===== src/rtl/uccp_pkg.sv =====
package uccp_pkg;

	localparam int LineMaxDef = 21;

	localparam logic [1:0] EchoNone  = 2'd0;
	localparam logic [1:0] EchoChar  = 2'd1;
	localparam logic [1:0] EchoErase = 2'd2;

	localparam logic [2:0] StNone    = 3'd0;
	localparam logic [2:0] StShow    = 3'd1;
	localparam logic [2:0] StAddr    = 3'd2;
	localparam logic [2:0] StRtu     = 3'd3;
	localparam logic [2:0] StMode    = 3'd4;
	localparam logic [2:0] StInvalid = 3'd5;
	localparam logic [2:0] StSame    = 3'd6;

	localparam logic [1:0] TgtIp   = 2'd0;
	localparam logic [1:0] TgtSub  = 2'd1;
	localparam logic [1:0] TgtGate = 2'd2;
	localparam logic [1:0] TgtMac  = 2'd3;

	localparam logic [0:0] RegBackspace = 1'b0;
	localparam logic [0:0] RegEnter     = 1'b1;

	// Work passed from the line editor to the evaluator.
	typedef struct packed {
		logic       eval;
		logic [1:0] kind;
		logic [7:0] echo;
	} job_t;

	function automatic logic is_digit(input logic [7:0] c);
		return c >= 8'h30 && c <= 8'h39;
	endfunction

	function automatic logic is_print(input logic [7:0] c);
		return is_digit(c) || (c >= 8'h61 && c <= 8'h7a) || (c >= 8'h41 && c <= 8'h5a)
			|| c == 8'h20 || c == 8'h2e || c == 8'h3f || c == 8'h3d;
	endfunction

endpackage


===== src/rtl/uccp_front.sv =====
// Line editor: classifies each byte, updates the line store, issues a job.
module uccp_front #(
	parameter int LINE_MAX = uccp_pkg::LineMaxDef
) (
	input  logic                        clk,
	input  logic                        arst_n,
	input  logic                        in_valid,
	input  logic [7:0]                  in_byte,
	input  logic [7:0]                  bs_code,
	input  logic [7:0]                  en_code,
	input  logic                        busy,
	output logic                        job_valid,
	output uccp_pkg::job_t              job,
	output logic [$clog2(LINE_MAX+1)-1:0] eval_len,
	input  logic [$clog2(LINE_MAX)-1:0] rd_addr,
	output logic [7:0]                  rd_data
);
	import uccp_pkg::*;
	localparam int LW = $clog2(LINE_MAX + 1);
	localparam int AW = $clog2(LINE_MAX);

	logic [7:0]    mem [LINE_MAX];
	logic [LW-1:0] len_q;
	job_t          jb;
	logic          wr;

	always_comb begin
		jb = '0;
		wr = 1'b0;
		if (in_byte == en_code) begin
			jb.eval = len_q != '0;
		end else if (in_byte == bs_code) begin
			if (len_q != '0) jb.kind = EchoErase;
		end else if (is_print(in_byte) && len_q < LW'(LINE_MAX)) begin
			wr = 1'b1;
			jb.kind = EchoChar;
			jb.echo = in_byte;
		end
	end

	always_ff @(posedge clk) begin
		if (in_valid && wr) mem[len_q[AW-1:0]] <= in_byte;
		rd_data <= mem[rd_addr];
	end

	always_ff @(posedge clk or negedge arst_n) begin
		if (!arst_n) begin
			len_q     <= '0;
			job_valid <= 1'b0;
		end else begin
			job_valid <= in_valid;
			if (in_valid) begin
				if (jb.eval) len_q <= '0;
				else if (jb.kind == EchoErase) len_q <= len_q - 1'b1;
				else if (wr) len_q <= len_q + 1'b1;
			end
		end
	end

	always_ff @(posedge clk) begin
		if (in_valid) begin
			job      <= jb;
			eval_len <= len_q;
		end
	end

	// busy is high while the evaluator reads the store; input is held off then.
`ifndef SYNTH
	a_nowr: assert property (@(posedge clk) disable iff (!arst_n) busy |-> !in_valid)
		else $error("write while evaluating");
`endif
endmodule


===== src/rtl/uccp_eval.sv =====
// Evaluator: walks the stored line one character a cycle and forms the result.
module uccp_eval #(
	parameter int LINE_MAX = uccp_pkg::LineMaxDef
) (
	input  logic                          clk,
	input  logic                          arst_n,
	input  logic                          job_valid,
	input  uccp_pkg::job_t                job,
	input  logic [$clog2(LINE_MAX+1)-1:0] eval_len,
	output logic [$clog2(LINE_MAX)-1:0]   rd_addr,
	input  logic [7:0]                    rd_data,
	output logic                          busy,
	output logic                          res_valid,
	output logic [1:0]                    res_kind,
	output logic [7:0]                    res_echo,
	output logic [2:0]                    res_status,
	output logic [1:0]                    res_target,
	output logic [47:0]                   res_value,
	output logic [1:0]                    mode_q,
	output logic [5:0]                    rtu_q
);
	import uccp_pkg::*;
	localparam int LW = $clog2(LINE_MAX + 1);
	localparam int AW = $clog2(LINE_MAX);

	localparam logic [1:0] S_IDLE = 2'd0, S_RUN = 2'd1, S_DONE = 2'd2;

	logic [1:0]    st_q;
	logic [LW-1:0] len_q, idx_q;      // idx_q: read address presented to the line store
	logic          rvalid_q;
	logic [7:0]    c0_q, c4_q, c5_q, c6_q, c7_q, c8_q;
	// Candidate match flags, cleared as characters disagree.
	logic ip_q, sub_q, mac_q, gate_q, rtu_q2, mode_q2;
	// Dotted-quad parsers for start offsets 3, 4, 5.
	logic [2:0]  dok_q, dig_q;
	logic [1:0]  dots_q [3];
	logic [8:0]  oct_q [3];
	logic [31:0] acc_q [3];
	logic [47:0] hex_q;
	logic        hexok_q;
	logic [LW-1:0] pos;

	assign rd_addr = idx_q[AW-1:0];
	assign busy    = st_q != S_IDLE;
	assign pos     = idx_q - 1'b1;

	function automatic logic [7:0] pch(input int w, input logic [LW-1:0] p);
		case (w)
			0: return (p == 0) ? 8'h49 : (p == 1) ? 8'h50 : 8'h3d;                   // IP=
			1: return (p == 0) ? 8'h53 : (p == 1) ? 8'h55 : (p == 2) ? 8'h42 : 8'h3d; // SUB=
			2: return (p == 0) ? 8'h4d : (p == 1) ? 8'h41 : (p == 2) ? 8'h43 : 8'h3d; // MAC=
			3: return (p == 0) ? 8'h47 : (p == 1) ? 8'h41 : (p == 2) ? 8'h54
				: (p == 3) ? 8'h45 : 8'h3d;                                          // GATE=
			4: return (p == 0) ? 8'h52 : (p == 1) ? 8'h54 : (p == 2) ? 8'h55 : 8'h3d; // RTU=
			default: return (p == 0) ? 8'h4d : (p == 1) ? 8'h4f : (p == 2) ? 8'h44
				: (p == 3) ? 8'h45 : 8'h3d;                                          // MODE=
		endcase
	endfunction

	function automatic logic pfx_ok(input int w, input int n, input logic [LW-1:0] p,
			input logic [7:0] c);
		return (p >= LW'(n)) || (c == pch(w, p));
	endfunction

	logic [3:0] nib;
	always_comb begin
		nib = is_digit(rd_data) ? rd_data[3:0] : 4'(rd_data - 8'h37);
	end

	// Final decision.
	logic [2:0]  f_st;
	logic [1:0]  f_tg;
	logic [47:0] f_val;
	logic        f_setr, f_setm;
	logic [1:0]  f_mode;
	always_comb begin
		logic [2:0] okq;
		f_st = StInvalid; f_tg = TgtIp; f_val = '0;
		f_setr = 1'b0; f_setm = 1'b0; f_mode = 2'd0;
		for (int k = 0; k < 3; k++)
			okq[k] = dok_q[k] && dots_q[k] == 2'd3 && dig_q[k] && !oct_q[k][8];
		if (len_q == LW'(1) && c0_q == 8'h3f) f_st = StShow;
		else if (ip_q && len_q >= LW'(3) && okq[0]) begin
			f_st = StAddr; f_tg = TgtIp; f_val = {16'd0, acc_q[0][23:0], oct_q[0][7:0]};
		end else if (rtu_q2 && len_q == LW'(5)) begin
			if (is_digit(c4_q)) begin f_st = StRtu; f_setr = 1'b1; end
			else f_st = StSame;
		end else if (sub_q && len_q >= LW'(4) && okq[1]) begin
			f_st = StAddr; f_tg = TgtSub; f_val = {16'd0, acc_q[1][23:0], oct_q[1][7:0]};
		end else if (mac_q && len_q == LW'(16) && hexok_q) begin
			f_st = StAddr; f_tg = TgtMac; f_val = hex_q;
		end else if (gate_q && len_q >= LW'(5) && okq[2]) begin
			f_st = StAddr; f_tg = TgtGate; f_val = {16'd0, acc_q[2][23:0], oct_q[2][7:0]};
		end else if (mode_q2 && len_q >= LW'(5)) begin
			if (len_q == LW'(8) && c5_q == 8'h54 && c6_q == 8'h43 && c7_q == 8'h50) begin
				f_mode = 2'd1; f_setm = 1'b1;
			end else if (len_q == LW'(8) && c5_q == 8'h55 && c6_q == 8'h44 && c7_q == 8'h50) begin
				f_mode = 2'd0; f_setm = 1'b1;
			end else if (len_q == LW'(9) && c5_q == 8'h42 && c6_q == 8'h4f && c7_q == 8'h54
					&& c8_q == 8'h48) begin
				f_mode = 2'd2; f_setm = 1'b1;
			end
			if (f_setm) f_st = (f_mode != 2'd2 && mode_q == f_mode) ? StSame : StMode;
		end
	end

	always_ff @(posedge clk or negedge arst_n) begin
		if (!arst_n) begin
			st_q      <= S_IDLE;
			res_valid <= 1'b0;
			mode_q    <= 2'd0;
			rtu_q     <= 6'd48;
			idx_q     <= '0;
			rvalid_q  <= 1'b0;
		end else begin
			res_valid <= 1'b0;
			case (st_q)
				S_IDLE: if (job_valid) begin
					if (job.eval) begin
						st_q <= S_RUN; idx_q <= '0; rvalid_q <= 1'b0;
					end else begin
						res_valid <= 1'b1;
					end
				end
				S_RUN: begin
					rvalid_q <= idx_q < len_q;
					if (idx_q < len_q) idx_q <= idx_q + 1'b1;
					if (!(idx_q < len_q) && !rvalid_q) st_q <= S_DONE;
				end
				S_DONE: begin
					res_valid <= 1'b1;
					st_q <= S_IDLE;
					if (f_setm) mode_q <= f_mode;
					if (f_setr) rtu_q <= c4_q[5:0];
				end
				default: st_q <= S_IDLE;
			endcase
		end
	end

	always_ff @(posedge clk) begin
		if (st_q == S_IDLE && job_valid) begin
			res_kind <= job.kind; res_echo <= job.echo;
			res_status <= StNone; res_target <= TgtIp; res_value <= '0;
			len_q <= eval_len;
			{ip_q, sub_q, mac_q, gate_q, rtu_q2, mode_q2} <= '1;
			dok_q <= '1; dig_q <= '0; hexok_q <= 1'b1; hex_q <= '0;
			for (int k = 0; k < 3; k++) begin
				dots_q[k] <= '0; oct_q[k] <= '0; acc_q[k] <= '0;
			end
		end else if (st_q == S_RUN && rvalid_q) begin
			if (pos == 0) c0_q <= rd_data;
			if (pos == 4) c4_q <= rd_data;
			if (pos == 5) c5_q <= rd_data;
			if (pos == 6) c6_q <= rd_data;
			if (pos == 7) c7_q <= rd_data;
			if (pos == 8) c8_q <= rd_data;
			if (!pfx_ok(0, 3, pos, rd_data)) ip_q <= 1'b0;
			if (!pfx_ok(1, 4, pos, rd_data)) sub_q <= 1'b0;
			if (!pfx_ok(2, 4, pos, rd_data)) mac_q <= 1'b0;
			if (!pfx_ok(3, 5, pos, rd_data)) gate_q <= 1'b0;
			if (!pfx_ok(4, 4, pos, rd_data)) rtu_q2 <= 1'b0;
			if (!pfx_ok(5, 5, pos, rd_data)) mode_q2 <= 1'b0;
			if (pos >= LW'(4) && pos < LW'(16)) begin
				if (is_digit(rd_data) || (rd_data >= 8'h41 && rd_data <= 8'h46))
					hex_q <= {hex_q[43:0], nib};
				else hexok_q <= 1'b0;
			end
			for (int k = 0; k < 3; k++) begin
				if (pos >= LW'(k + 3)) begin
					if (rd_data == 8'h2e) begin
						if (!dig_q[k] || dots_q[k] == 2'd3 || oct_q[k][8]) dok_q[k] <= 1'b0;
						else begin
							acc_q[k] <= {acc_q[k][23:0], oct_q[k][7:0]};
							dots_q[k] <= dots_q[k] + 1'b1;
							dig_q[k] <= 1'b0; oct_q[k] <= '0;
						end
					end else if (is_digit(rd_data)) begin
						dig_q[k] <= 1'b1;
						// Saturate at 256: anything above 255 is simply "too big".
						if (!oct_q[k][8]) begin
							if (({oct_q[k], 3'b0} + {2'b0, oct_q[k], 1'b0}
									+ {8'd0, rd_data[3:0]}) > 12'd255)
								oct_q[k] <= 9'h100;
							else
								oct_q[k] <= 9'(oct_q[k] * 4'd10 + rd_data[3:0]);
						end
					end else dok_q[k] <= 1'b0;
				end
			end
		end else if (st_q == S_DONE) begin
			res_status <= f_st; res_target <= f_tg; res_value <= f_val;
		end
	end

`ifndef SYNTH
	a_done: assert property (@(posedge clk) disable iff (!arst_n)
		st_q == S_DONE |=> res_valid) else $error("no result after evaluation");
	a_mode: assert property (@(posedge clk) disable iff (!arst_n) mode_q != 2'd3)
		else $error("bad mode");
	a_busy: assert property (@(posedge clk) disable iff (!arst_n)
		busy |-> !res_valid) else $error("result during walk");
`endif
endmodule


===== src/rtl/uccp_outq.sv =====
// Result queue: two entries, decouples the evaluator from the consumer.
module uccp_outq #(
	parameter int W = 71
) (
	input  logic         clk,
	input  logic         arst_n,
	input  logic         wr,
	input  logic [W-1:0] wdata,
	input  logic         pop,
	output logic         empty,
	output logic         full,
	output logic [W-1:0] rdata
);
	logic [W-1:0] d_q [2];
	logic         rp_q, wp_q;
	logic [1:0]   cnt_q;
	logic         rd;

	assign empty = cnt_q == 2'd0;
	assign full  = cnt_q == 2'd2;
	assign rdata = d_q[rp_q];
	assign rd    = pop && !empty;

	always_ff @(posedge clk) if (wr) d_q[wp_q] <= wdata;

	always_ff @(posedge clk or negedge arst_n) begin
		if (!arst_n) begin
			rp_q <= 1'b0; wp_q <= 1'b0; cnt_q <= '0;
		end else begin
			if (wr) wp_q <= ~wp_q;
			if (rd) rp_q <= ~rp_q;
			cnt_q <= cnt_q + {1'b0, wr} - {1'b0, rd};
		end
	end

`ifndef SYNTH
	a_ovf: assert property (@(posedge clk) disable iff (!arst_n) !(wr && full))
		else $error("queue overflow");
`endif
endmodule


===== src/rtl/uart_config_command_parser.sv =====
// Terminal configuration command parser.
// Input channel: rx_byte is taken when push is high and full is low. Each byte
// yields exactly one result on the result queue (empty/pop), holding the echo
// request, the command status, any parsed address and the current mode and
// unit digit.
// Plain bytes (echo, erase, ignored) pass from push through the job register
// and the result register to a result waiting. An enter byte on a non-empty
// line starts a walk of the stored line, one character a cycle from the line
// memory; full stays high during the walk.
// The result queue holds two results; when the receiver stops popping, full
// rises once the queue could overflow, so nothing is lost.
// Configuration: cfg_valid/cfg_ready write backspace_code (index 0) or
// enter_code (index 1); other indexes are ignored. ready is always high.
// Reset clears the line length, sets mode UDP and unit digit '0',
// backspace 8, enter 13, and empties the queue; the block is ready at once.
module uart_config_command_parser #(
	parameter int LINE_MAX = uccp_pkg::LineMaxDef
) (
	input  logic        clk,
	input  logic        arst_n,
	input  logic        push,
	output logic        full,
	input  logic [7:0]  rx_byte,
	output logic        empty,
	input  logic        pop,
	output logic [1:0]  echo_kind,
	output logic [7:0]  echo_char,
	output logic [2:0]  cmd_status,
	output logic [1:0]  addr_target,
	output logic [47:0] addr_value,
	output logic [1:0]  mode_now,
	output logic [5:0]  rtu_now,
	input  logic        cfg_valid,
	output logic        cfg_ready,
	input  logic [0:0]  cfg_index,
	input  logic [7:0]  cfg_data
);
	import uccp_pkg::*;
	localparam int LW = $clog2(LINE_MAX + 1);
	localparam int AW = $clog2(LINE_MAX);
	localparam int QW = 71;

	logic [7:0]    bs_q, en_q;
	logic          acc, busy, job_valid, res_valid, qfull, qempty;
	job_t          job;
	logic [LW-1:0] eval_len;
	logic [AW-1:0] rd_addr;
	logic [7:0]    rd_data;
	logic [1:0]    r_kind, r_tgt, m_q;
	logic [7:0]    r_echo;
	logic [2:0]    r_st;
	logic [47:0]   r_val;
	logic [5:0]    u_q;
	logic [QW-1:0] qout;
	logic [1:0]    cnt_q;

	assign cfg_ready = 1'b1;
	// Count of items in flight in front/evaluator, plus queue, bounds admission.
	// A result that is about to enter the queue also holds admission off, so a
	// new request is taken only when the queue has room for its result.
	assign full = busy || job_valid || res_valid || qfull || (cnt_q != 2'd0);
	assign acc  = push && !full;

	always_ff @(posedge clk or negedge arst_n) begin
		if (!arst_n) begin
			bs_q <= 8'd8; en_q <= 8'd13; cnt_q <= '0;
		end else begin
			if (cfg_valid && cfg_index == RegBackspace) bs_q <= cfg_data;
			if (cfg_valid && cfg_index == RegEnter) en_q <= cfg_data;
			// Hold admission off while a job enters the evaluator.
			cnt_q <= {1'b0, job_valid};
		end
	end

	uccp_front #(.LINE_MAX(LINE_MAX)) u_front (
		.clk, .arst_n, .in_valid(acc), .in_byte(rx_byte), .bs_code(bs_q), .en_code(en_q),
		.busy, .job_valid, .job, .eval_len, .rd_addr, .rd_data
	);

	uccp_eval #(.LINE_MAX(LINE_MAX)) u_eval (
		.clk, .arst_n, .job_valid, .job, .eval_len, .rd_addr, .rd_data, .busy,
		.res_valid, .res_kind(r_kind), .res_echo(r_echo), .res_status(r_st),
		.res_target(r_tgt), .res_value(r_val), .mode_q(m_q), .rtu_q(u_q)
	);

	// The result fields, the mode and the digit are registered together with
	// res_valid, so the queue captures them in the cycle res_valid is high.
	uccp_outq #(.W(QW)) u_outq (
		.clk, .arst_n, .wr(res_valid),
		.wdata({r_kind, r_echo, r_st, r_tgt, r_val, m_q, u_q}),
		.pop, .empty(qempty), .full(qfull), .rdata(qout)
	);

	assign empty = qempty;
	assign {echo_kind, echo_char, cmd_status, addr_target, addr_value, mode_now, rtu_now} = qout;

`ifndef SYNTH
	a_one: assert property (@(posedge clk) disable iff (!arst_n)
		acc |=> !acc) else $error("back to back admission");
	a_cfg: assert property (@(posedge clk) disable iff (!arst_n)
		$past(cfg_valid) && $past(cfg_index) == RegEnter |-> en_q == $past(cfg_data))
		else $error("enter code not written");
	a_fullq: assert property (@(posedge clk) disable iff (!arst_n)
		qfull |-> full) else $error("full not shown");
`endif
endmodule

===== config.mk =====
export PLATFORM = sky130hd
export DESIGN_NAME = uart_config_command_parser
export DESIGN_NICKNAME = d
export VERILOG_FILES = /design/src/rtl/uccp_pkg.sv /design/src/rtl/uccp_front.sv /design/src/rtl/uccp_eval.sv /design/src/rtl/uccp_outq.sv /design/src/rtl/uart_config_command_parser.sv
export SDC_FILE = /design/constraint.sdc
export NUM_CORES = 1
export LEC_CHECK = 0
export ABC_AREA = 1
export BUFFER_PORTS_ARGS = -buffer_cell sky130_fd_sc_hd__buf_2
export CAP_MARGIN = 20
export CORE_ASPECT_RATIO = 1.5
export CORE_MARGIN = 2
export CORE_UTILIZATION = 62
export DETAILED_ROUTE_END_ITERATION = 10
export GPL_ROUTABILITY_DRIVEN = 0
export PLACE_DENSITY = 0.85
export SLEW_MARGIN = 25
export SYNTH_ARGS = -nofsm -noshare
export SYNTH_HDL_FRONTEND = slang
export SYNTH_HIERARCHICAL = 1
export SYNTH_SLANG_ARGS = --single-unit

===== constraint.sdc =====
create_clock -name clk -period 4.6 [get_ports clk]
set_input_delay 0.46 -clock clk [delete_from_list [all_inputs] [get_ports clk]]
set_output_delay 0.46 -clock clk [all_outputs]
set_load 0.02 [all_outputs]

---- Word level (Yosys, flattened, before mapping) ----
Memories as Yosys holds them, arrays and structs flattened. A register that Yosys moved wholly into a read port is not among the register bits.
Index checks and enable logic that the tools add are counted.
word-level totals
  register bits ........................... 237
  memories kept ........................... 5
  bits of input ports ..................... 22
  bits in writable memories ............... 439
cells by class
  multiply operators ...................... 3
  reductions and logical operators ........ 116
  equality and inequality tests ........... 56
  bitwise logic cells ..................... 28
  multiplexer cells ....................... 218
  $lt $le $gt $ge ......................... 24
  add/subtract/negate cells ............... 19
memories
  memory         words  width  read ports  clocked after memory_dff  write ports  RTL line          text
  u_front.mem    21     8      1           1                         1            uccp_front.sv:22  logic [7:0] mem [LINE_MAX];
  u_outq.d_q     2      71     1           0                         1            uccp_outq.sv:14   logic [W-1:0] d_q [2];
  u_eval.acc_q   3      32     3           0                         3            uccp_eval.sv:38   logic [31:0] acc_q [3];
  u_eval.oct_q   3      9      3           0                         3            uccp_eval.sv:37   logic [8:0] oct_q [3];
  u_eval.dots_q  3      2      3           0                         3            uccp_eval.sv:36   logic [1:0] dots_q [3];
operators with widths
  cell                 count
  $mux 48              5
  $mux 8               26
  $mux 32              4
  $mux 1               115
  $mux 9               10
  $eq 8x7->1 const B   9
  $eq 8x8->1           8
  $mux 2               32
  $eq 8x6->1 const B   6
  $logic_and 1x1->1    47
  $add 12x10->12       3
  $add 12x4->12        3
  $gt 12x8->1 const B  3
  $mux 7               5
  $mux 5               6
  $reduce_and 3->1     10
  $reduce_and 4->1     7
  $add 9x4->9          3
  $mul 9x3->8 const B  3
  $mux 3               9
  $eq 5x3->1 const B   5
  $ge 8x6->1 const B   3
  $ge 8x7->1 const B   3
  $le 8x6->1 const B   3
  36 further kinds     136

---- Depth between registers and ports, before layout ----
Gate-level depths: netlist of the first run.
  depth in word-level cells ............... 26
  depth in mapped cells ................... 22
  mapped depth without buffers ............ 21

---- Cells and area by module ----
Netlist of the first run, hierarchy kept.
modules (own cells, without submodules)
  module                      seq. area each (um^2)  cells each  instances  area an instance (um^2)
  uccp_eval                   7,754.9                1,721       1          15,312.2
  uccp_front                  5,835.6                721         1          8,379.3
  uccp_outq                   4,364.2                401         1          5,422.7
  uart_config_command_parser  430.4                  70          1          674.4

---- Worst setup path before layout of the first run ----
Ideal clock, no wire load.
  path type ............................... register -> register
  start point ............................. register u_eval.res_valid
  end point ............................... memory u_outq.d_q[0][0] (enable)
  cell stages (with the launch flop) ...... 3
  arrival time ............................ 3.416 ns
  required time ........................... 4.099 ns
  clock period less this slack ............ 3.917 ns
  path slack .............................. 0.683 ns
  path through ............................ dfrtp_1 inv_1 nor2_1
between the ends
  longest elaborated chain between the ends .. 2
RTL lines
  item                          RTL line          text
  start: declaration            uccp_eval.sv:13   output logic res_valid,
  start signal: assignment      uccp_eval.sv:110  res_valid <= 1'b0;
  start signal: assignment      uccp_eval.sv:116  res_valid <= 1'b0;
  start signal: assignment      uccp_eval.sv:122  res_valid <= 1'b1;
  $mux 1                        uccp_outq.sv:24   always_ff @(posedge clk) if (wr) d_q[wp_q] <= wdata;
  $mux 1 (not written as such)  uccp_outq.sv:24
  end: declaration              uccp_outq.sv:14
No other way between the ends.

==> flow_summary.ini, run 1 <==
[synth]
synth_flop_cell = edfxtp_1
netlist_area_sq_um = 29800
seq_area_frac_synth = 0.617
synth_edf_count = 494
synth_cells = 2913
postSynthAreaPerCell_sq_um = 10.2
ys.warnings.count = 6
synth_nets = 3030
ys_ff_latch = 660
synth.distinct_cells = 60
async_flop_share = 0.0667

[floorplanning]
core_sq_um = 47600
start_util = 0.626
fp.dieW_microns = 183
io_pins = 96
num_rows = 98
fp.dieArea_sq_um = 49900
die_y_microns = 272

[final_layout]
stdcell_count = 3631
area_growth_pct = 9.66
drive_above_1_share = 0.107
multi_input_area_sq_um = 9650
fillers = 3135
antenna_cells = 0
fin_nets = 3098
final_util = 0.687
regArea_sq_um = 18400

[sta]
finalSetupViolCount = 0
fin_crit_sh = 0.738
relSlewSlack = 0.335
slew_viol_final = 0
fmax_mhz = 295
timing.final.ws_setup_ns = 1.21
fin_setup_tns_ns = 0
rsz0062_at_grt = no
fin_crit_ns = 3.39
hold_viol = 0
worst_slew_pin_slew_ns = 0.997
fin_skew_ns = 0.0229

[route]
first_iter_violations = 2310
wl_per_cell_microns = 19.7
vias = 21900
wirelength_microns = 71700
ant_nets = 0
vias_per_cell = 6.04
drc_errors = 0
firstDrtPassIters = 6

[min_path]
hold_class = primary input to flop
hold_depth = 3
hold_start = cfg_data[2]
hold_end = en_q[2]

[power_and_ir_drop]
power_density_nw_per_um2 = 566
total_power_mw = 18.5
power.leakage_nw = 13.2
p_int_mw = 11.8
sequentialPowerShare = 0.424
peakVddDrop_uv = 495
p_comb_frac = 0.300
clockPowerShare = 0.277
sw_frac_of_total = 0.363
p_switching_mw = 6.72

[cts]
clk_latency_ns = 0.62
cts_made_buffers = 58
clock_path_buffers = 3
cts_sinks = 660
path_clk_slew_ns = 0.07
clockRootBuffer = clkbuf_16
tritoncts = done
cts_max_level = 2

[setup_path]
r2r-start = u_front/rd_data[3]
worst_setup_path_end_kind = flop
reg2reg_setup_slack_ns = 1.21
path_max_fanout = 18
worstSetupPathType = flop to flop
cp-start-kind = flop
worstSetupStartpoint = u_front/rd_data[3]
crit_required_ns = 5.04
arrival_ns = 3.84
reg2reg_depth = 10
r2r_end = u_eval/oct_q[1][7]

[global_routing]
grt_max_degree = 88
grt-ovfl-total = 0
grt_first_pass_wirelength_microns = 112000
grt_pass1_vias = 22100
antenna_found_initial = 2
grt_use_total = 0.285

[place]
dp_hpwl_microns = 46200
pre_cts_ws_ns = 1.27
port_buffers = 94
dp_cells = 3520

[run]
max-cap-violations = 0

[outcome]
outcome = finished clean
## worst max-delay path: stages, from the launching register on
cell	delay, ns
dfxtp_1	0.94
fa_1	0.65
fa_1	0.46
nand3_1	0.09
nand2_1	0.07
nand4_1	0.07
nand3_1	0.08
xor2_1	0.15
nor2_1	0.15
nand4_1	0.31
a21oi_1	0.25
## worst max-delay path by stage
stage	to	slack (ns)	cells past startpoint
detailed placement	u_eval/oct_q[1][7]	1.27	10
global placement	u_eval/oct_q[1][7]	1.38	10
finish	u_eval/oct_q[1][7]	1.21	10
floorplan	u_outq/d_q[0][0]	0.68	2
global route	u_eval/oct_q[1][7]	0.83	9
CTS	u_eval/oct_q[1][7]	1.23	10
## what timing repair did
action	in CTS	in global routing
buffers inserted	0	0
hold buffers	0	1
hold endpoints to repair	0	38
resized for setup	0	0
## registers in the layout, summed over array words and instances, names as in the netlist, 11 cells and up
signal / count
u_outq/d_q: 142
u_eval/hex_q: 48
u_front/job: 11
u_eval/acc_q: 72
u_eval/oct_q: 27
u_front/mem: 168
u_eval/res_value: 48
## synthesized netlist by cell type (3+ instances only)
cell	count	area, sq um
nand2_1	602	2260
edfxtp_1	494	14800
nor2_1	358	1340
inv_1	274	1030
o21ai_0	223	1120
a21oi_1	151	756
dfxtp_1	122	2440
ha_1	82	1030
nand3_1	82	410
clkbuf_1	66	248
nor3_1	45	225
dfrtp_1	38	951
o211ai_1	34	255
o21ai_1	28	140
xor2_1	25	219
o22ai_1	24	150
buf_2	22	110
nor2_4	22	248
inv_2	20	75.1
o221ai_1	20	175
buf_6	19	214
xnor2_1	19	166
nand4_1	17	106
fa_1	13	260
nand2_2	12	75.1
or2_2	8	50.1
nand2_4	7	78.8
o31ai_1	7	52.6
dfstp_2	6	158
nor2_2	6	37.5
o2111ai_1	6	52.6
nand3b_1	5	37.5
a21o_1	4	30.0
buf_4	4	30.0
clkinv_1	4	15.0
nand3_2	4	40.0
a22o_1	3	26.3
a31oi_1	3	18.8
nand4_2	3	37.5
nor3b_1	3	22.5
nor4_1	3	18.8
## layer usage
metal | global-route usage | vias to the layer above | share of wire
li1 | - | 9987 | -
met1 | 0.307 | 10300 | 0.33
met2 | 0.520 | 1253 | 0.52
met3 | 0.0445 | 352 | 0.073
met4 | 0.180 | 4 | 0.071
met5 | 0 | - | 0.00039
## cell usage in the layout (no fill, tap or decap), types with 8 or more instances in the layout
cell type	count
a21oi_1	151
buf_2	93
buf_4	27
bufinv_16	8
clkbuf_1	8
clkbuf_16	59
clkinv_1	10
clkinv_2	10
dfrtp_1	36
dfxtp_1	122
edfxtp_1	494
fa_1	13
ha_1	82
inv_1	273
inv_2	21
nand2_1	602
nand2_2	12
nand3_1	82
nand4_1	17
nor2_1	356
nor2_4	24
nor3_1	43
o211ai_1	34
o21ai_0	223
o21ai_1	28
o221ai_1	20
o22ai_1	24
or2_2	8
xnor2_1	19
xor2_1	25
## logic make-up (layout without fill, tap and decap cells)
family          after synthesis  in the layout  share of synthesized area
other cells                   2              2                   0.000252
mux                           1              1                   0.000378
fa+ha+maj                    95             95                     0.0432
flops                       660            660                      0.617
xor+xnor                     44             44                     0.0129
buf+inv                     415            533                     0.0599
simple gates               1184           1184                      0.170
compound gates              512            512                     0.0958
## per-stage QoR
stage               hold WS, ns  cell area [sq um]
floorplan                 0.164              29800
global placement          0.404              30600
detailed placement        0.405              30600
CTS                      0.0288              32600
global route             0.0904              32700
finish                   0.0849              32700
## layout make-up
cell class | instances | share of cell area
flip-flops and latches | 660 | 0.563
multi-input cells | 1838 | 0.295
repair buffers | 123 | 0.0220
inverters | 300 | 0.0348
well taps | 600 | 0.0230
clock inverters | 36 | 0.0130
clock buffers | 74 | 0.0491
## power by group through the flow
stage / clock (mW) / sequential [mW] / combinational, mW
after floorplan: 0 / 7.68 / 3.94
after global placement: 0 / 7.87 / 5.11
after detailed placement: 0 / 7.92 / 5.34
after CTS: 5.15 / 7.81 / 5.43
after global routing: 5.38 / 7.89 / 6.07
final: 5.11 / 7.83 / 5.54
Power figures use the tool's default switching activity.
==> run 2, diff against run 1 <==
--- a/config.mk
+++ b/config.mk
@@ -5,15 +5,15 @@
 export SDC_FILE = /design/constraint.sdc
 export NUM_CORES = 1
 export LEC_CHECK = 0
-export ABC_AREA = 1
+export ABC_AREA = 0
 export BUFFER_PORTS_ARGS = -buffer_cell sky130_fd_sc_hd__buf_2
 export CAP_MARGIN = 20
 export CORE_ASPECT_RATIO = 1.5
 export CORE_MARGIN = 2
-export CORE_UTILIZATION = 62
+export CORE_UTILIZATION = 56
 export DETAILED_ROUTE_END_ITERATION = 10
 export GPL_ROUTABILITY_DRIVEN = 0
-export PLACE_DENSITY = 0.85
+export PLACE_DENSITY = 0.81
 export SLEW_MARGIN = 25
 export SYNTH_ARGS = -nofsm -noshare
 export SYNTH_HDL_FRONTEND = slang
==> constraint.sdc (replaced) <==
create_clock -name clk -period 3 [get_ports clk]
set_input_delay 0.3 -clock clk [delete_from_list [all_inputs] [get_ports clk]]
set_output_delay 0.3 -clock clk [all_outputs]
set_load 0.02 [all_outputs]
==> flow_summary.ini, run 2 <==
[outcome]
outcome = finished clean

[synth]
yosysMostFrequentCell = edfxtp_1
ys_ff_latch = 660
postSynthAreaPerCell_sq_um = 14.4
seq_area_frac_synth = 0.626
synth_edf_count = 494
synth.distinct_cells = 101
ys.warnings.count = 6
netlist_area_sq_um = 29400
synth_top_area_cell = edfxtp_1
async_flop_share = 0.0667
synth_top_area_frac = 0.505
synth_cells = 2045
synth_flop_cell = edfxtp_1
synthTopCellsByArea = edfxtp_1 (51%), dfxtp_1 (8.3%), mux2_4 (4.0%)
synth_nets = 2162
yosys-top-cells-count = edfxtp_1 (494), nor2_1 (151), dfxtp_1 (122)

[setup_path]
reg2reg_depth = 8
path_max_fanout = 5
slowest_delay_ns = 0.64
worstSetupPathType = flop to flop
arrival_ns = 3.34
crit_required_ns = 3.37
cpMaxStageDelayCell = fa_2
cp-start-kind = flop
r2r_end = u_eval/oct_q[0][8]
crit_family = adder cells
critPathBufInv = 0
reg2reg_setup_slack_ns = 0.03
r2r-start = u_eval/oct_q[0][2]
crit_chain = fa_2 -> ha_1 -> nand3_1 -> a21oi_1 -> a211oi_2 -> mux2_2 -> nand4bb_1 -> o21ba_2
worst_setup_path_end_kind = flop

[sta]
rsz0062_at_grt = yes
fin_crit_sh = 0.989
finalSetupViolCount = 0
hold_ws_ns = 0.164
fin_skew_ns = 0.0289
worst_slew_pin_slew_ns = 0.822
slew_viol_final = 0
fmax_mhz = 337
relSlewSlack = 0.447
hold_viol = 0
fin_crit_ns = 2.97
timing.final.ws_setup_ns = 0.0331

[global_routing]
busiest_layer = met2
grt_max_degree = 79
grt-ovfl-total = 0
globalRouteMet1Util = 0.244
grt_pass1_vias = 18400
grtUsageMet3 = 0.0277
use_met2 = 0.450
grt_use_total = 0.235
grt_first_pass_wirelength_microns = 98900
antenna_found_initial = 2

[cts]
cts_max_level = 2
cts_made_buffers = 56
clockRootBuffer = clkbuf_16
path_clk_slew_ns = 0.07
tritoncts = done
clock_path_buffers = 3
cts_sinks = 660
clk_latency_ns = 0.62

[final_layout]
stdcell_area_sq_um = 33300
area_growth_pct = 13.3
largest_reg_flops = 168
fin_nets = 2341
antenna_cells = 0
drive_above_1_share = 0.227
fillers = 3534
final_cell_mix = edfxtp_1 (494), nor2_1 (150), dfxtp_1 (121), nand2_1 (115), buf_4 (104)
layout_commonest_cell = edfxtp_1

[floorplanning]
die_y_microns = 284
start_util = 0.568
core_sq_um = 51700
fp.dieW_microns = 191
num_rows = 102
fp.dieArea_sq_um = 54300
io_pins = 96

[run]
max-cap-violations = 0

[min_path]
hold_depth = 2
hold_class = primary input to flop
hold_start = rx_byte[2]
hold_end = u_front/job[2]

[place]
dp_hpwl_microns = 43700
port_buffers = 94
placed_cell_area_sq_um = 31100
pre_cts_ws_ns = -0.0583

[route]
wirelength_microns = 63600
first_iter_violations = 1346
wl_per_cell_microns = 21.6
drc_errors = 0
vias_per_cell = 5.96
ant_nets = 0
vias = 17600
firstDrtPassIters = 5

[power_and_ir_drop]
power.leakage_nw = 12.3
peakVddDrop_uv = 586
power_density_nw_per_um2 = 859
run 2: cell families after synthesis:
family | count (synthesis) | synth area share
DFF | 660 | 0.626
and+or+nand+nor | 562 | 0.103
AOI/OAI and AO/OA | 289 | 0.0685
muxes | 234 | 0.114
buffers and inverters | 141 | 0.0251
adders and majority gates | 95 | 0.0438
xor gates and xnor gates | 62 | 0.0185
other | 2 | 0.000256
run 2: metrics by stage:
| step | instances | total power [mW] | util | setup TNS, ns |
|---|---|---|---|---|
| after floorplan | 2045 | 18.3 | - | -11.53 |
| after global placement | 2828 | 20.6 | 0.601 | 0 |
| after detailed placement | 2828 | 20.9 | 0.601 | -0.293 |
| after CTS | 2944 | 28.4 | 0.641 | 0 |
| after global routing | 2948 | 29.8 | 0.644 | -1.32 |
| final | 2948 | 28.6 | 0.644 | 0 |
run 2: area by class of cell:
class | instances | area (sq um) | share of cell area
clock buffers | 78 | 1560 | 0.0470
repair buffers | 217 | 1520 | 0.0458
clock inverters | 28 | 372 | 0.0112
flip-flops and latches | 660 | 18400 | 0.553
well taps | 676 | 846 | 0.0254
multi-input cells | 1246 | 10400 | 0.313
inverters | 43 | 168 | 0.00504
run 2: power by group:
part | total, mW | switching, mW | internal [mW]
Sequential | 11.8 | 0.740 | 11.0
Clock | 7.51 | 3.23 | 4.28
Combinational | 9.30 | 5.44 | 3.86
run 2: worst max-delay path by stage:
stage | from | endpoint | slack [ns] | cells after the start
3_3_place_gp | u_eval/oct_q[0][0] | u_eval/oct_q[0][5] | 0.11 | 10
6_report | u_eval/oct_q[0][2] | u_eval/oct_q[0][8] | 0.03 | 8
5_1_grt | u_eval/oct_q[1][0] | u_eval/oct_q[1][8] | -0.13 | 10
3_5_place_dp | u_eval/oct_q[0][2] | u_eval/oct_q[0][5] | -0.06 | 8
2_1_floorplan | u_eval/st_q[1] | u_front/mem[12][0] | -0.16 | 8
4_1_cts | u_eval/oct_q[0][0] | u_eval/oct_q[0][1] | 0.007 | 10
run 2: what timing repair did:
item                                   4_1_cts  5_1_grt
buffers inserted                             0        2
resized for setup                            2       19
gates cloned                                 0        2
hold buffers                                10        0
pin swaps                                    0        6
setup endpoints to repair                    9      174
endpoints found under the hold margin       38        0
run 2: worst register-to-register path, cell delays in order (launching register included):
cell,delay [ns]
edfxtp_1,0.49
fa_2,0.64
ha_1,0.26
nand3_1,0.09
a21oi_1,0.10
a211oi_2,0.33
mux2_2,0.40
nand4bb_1,0.19
o21ba_2,0.21
run 2: metal layers:
metal  part of all wire  up-vias
met4              0.056        0
li1                   -     8055
met2               0.56      609
met3              0.042      217
met5                  0        -
met1               0.34     8682
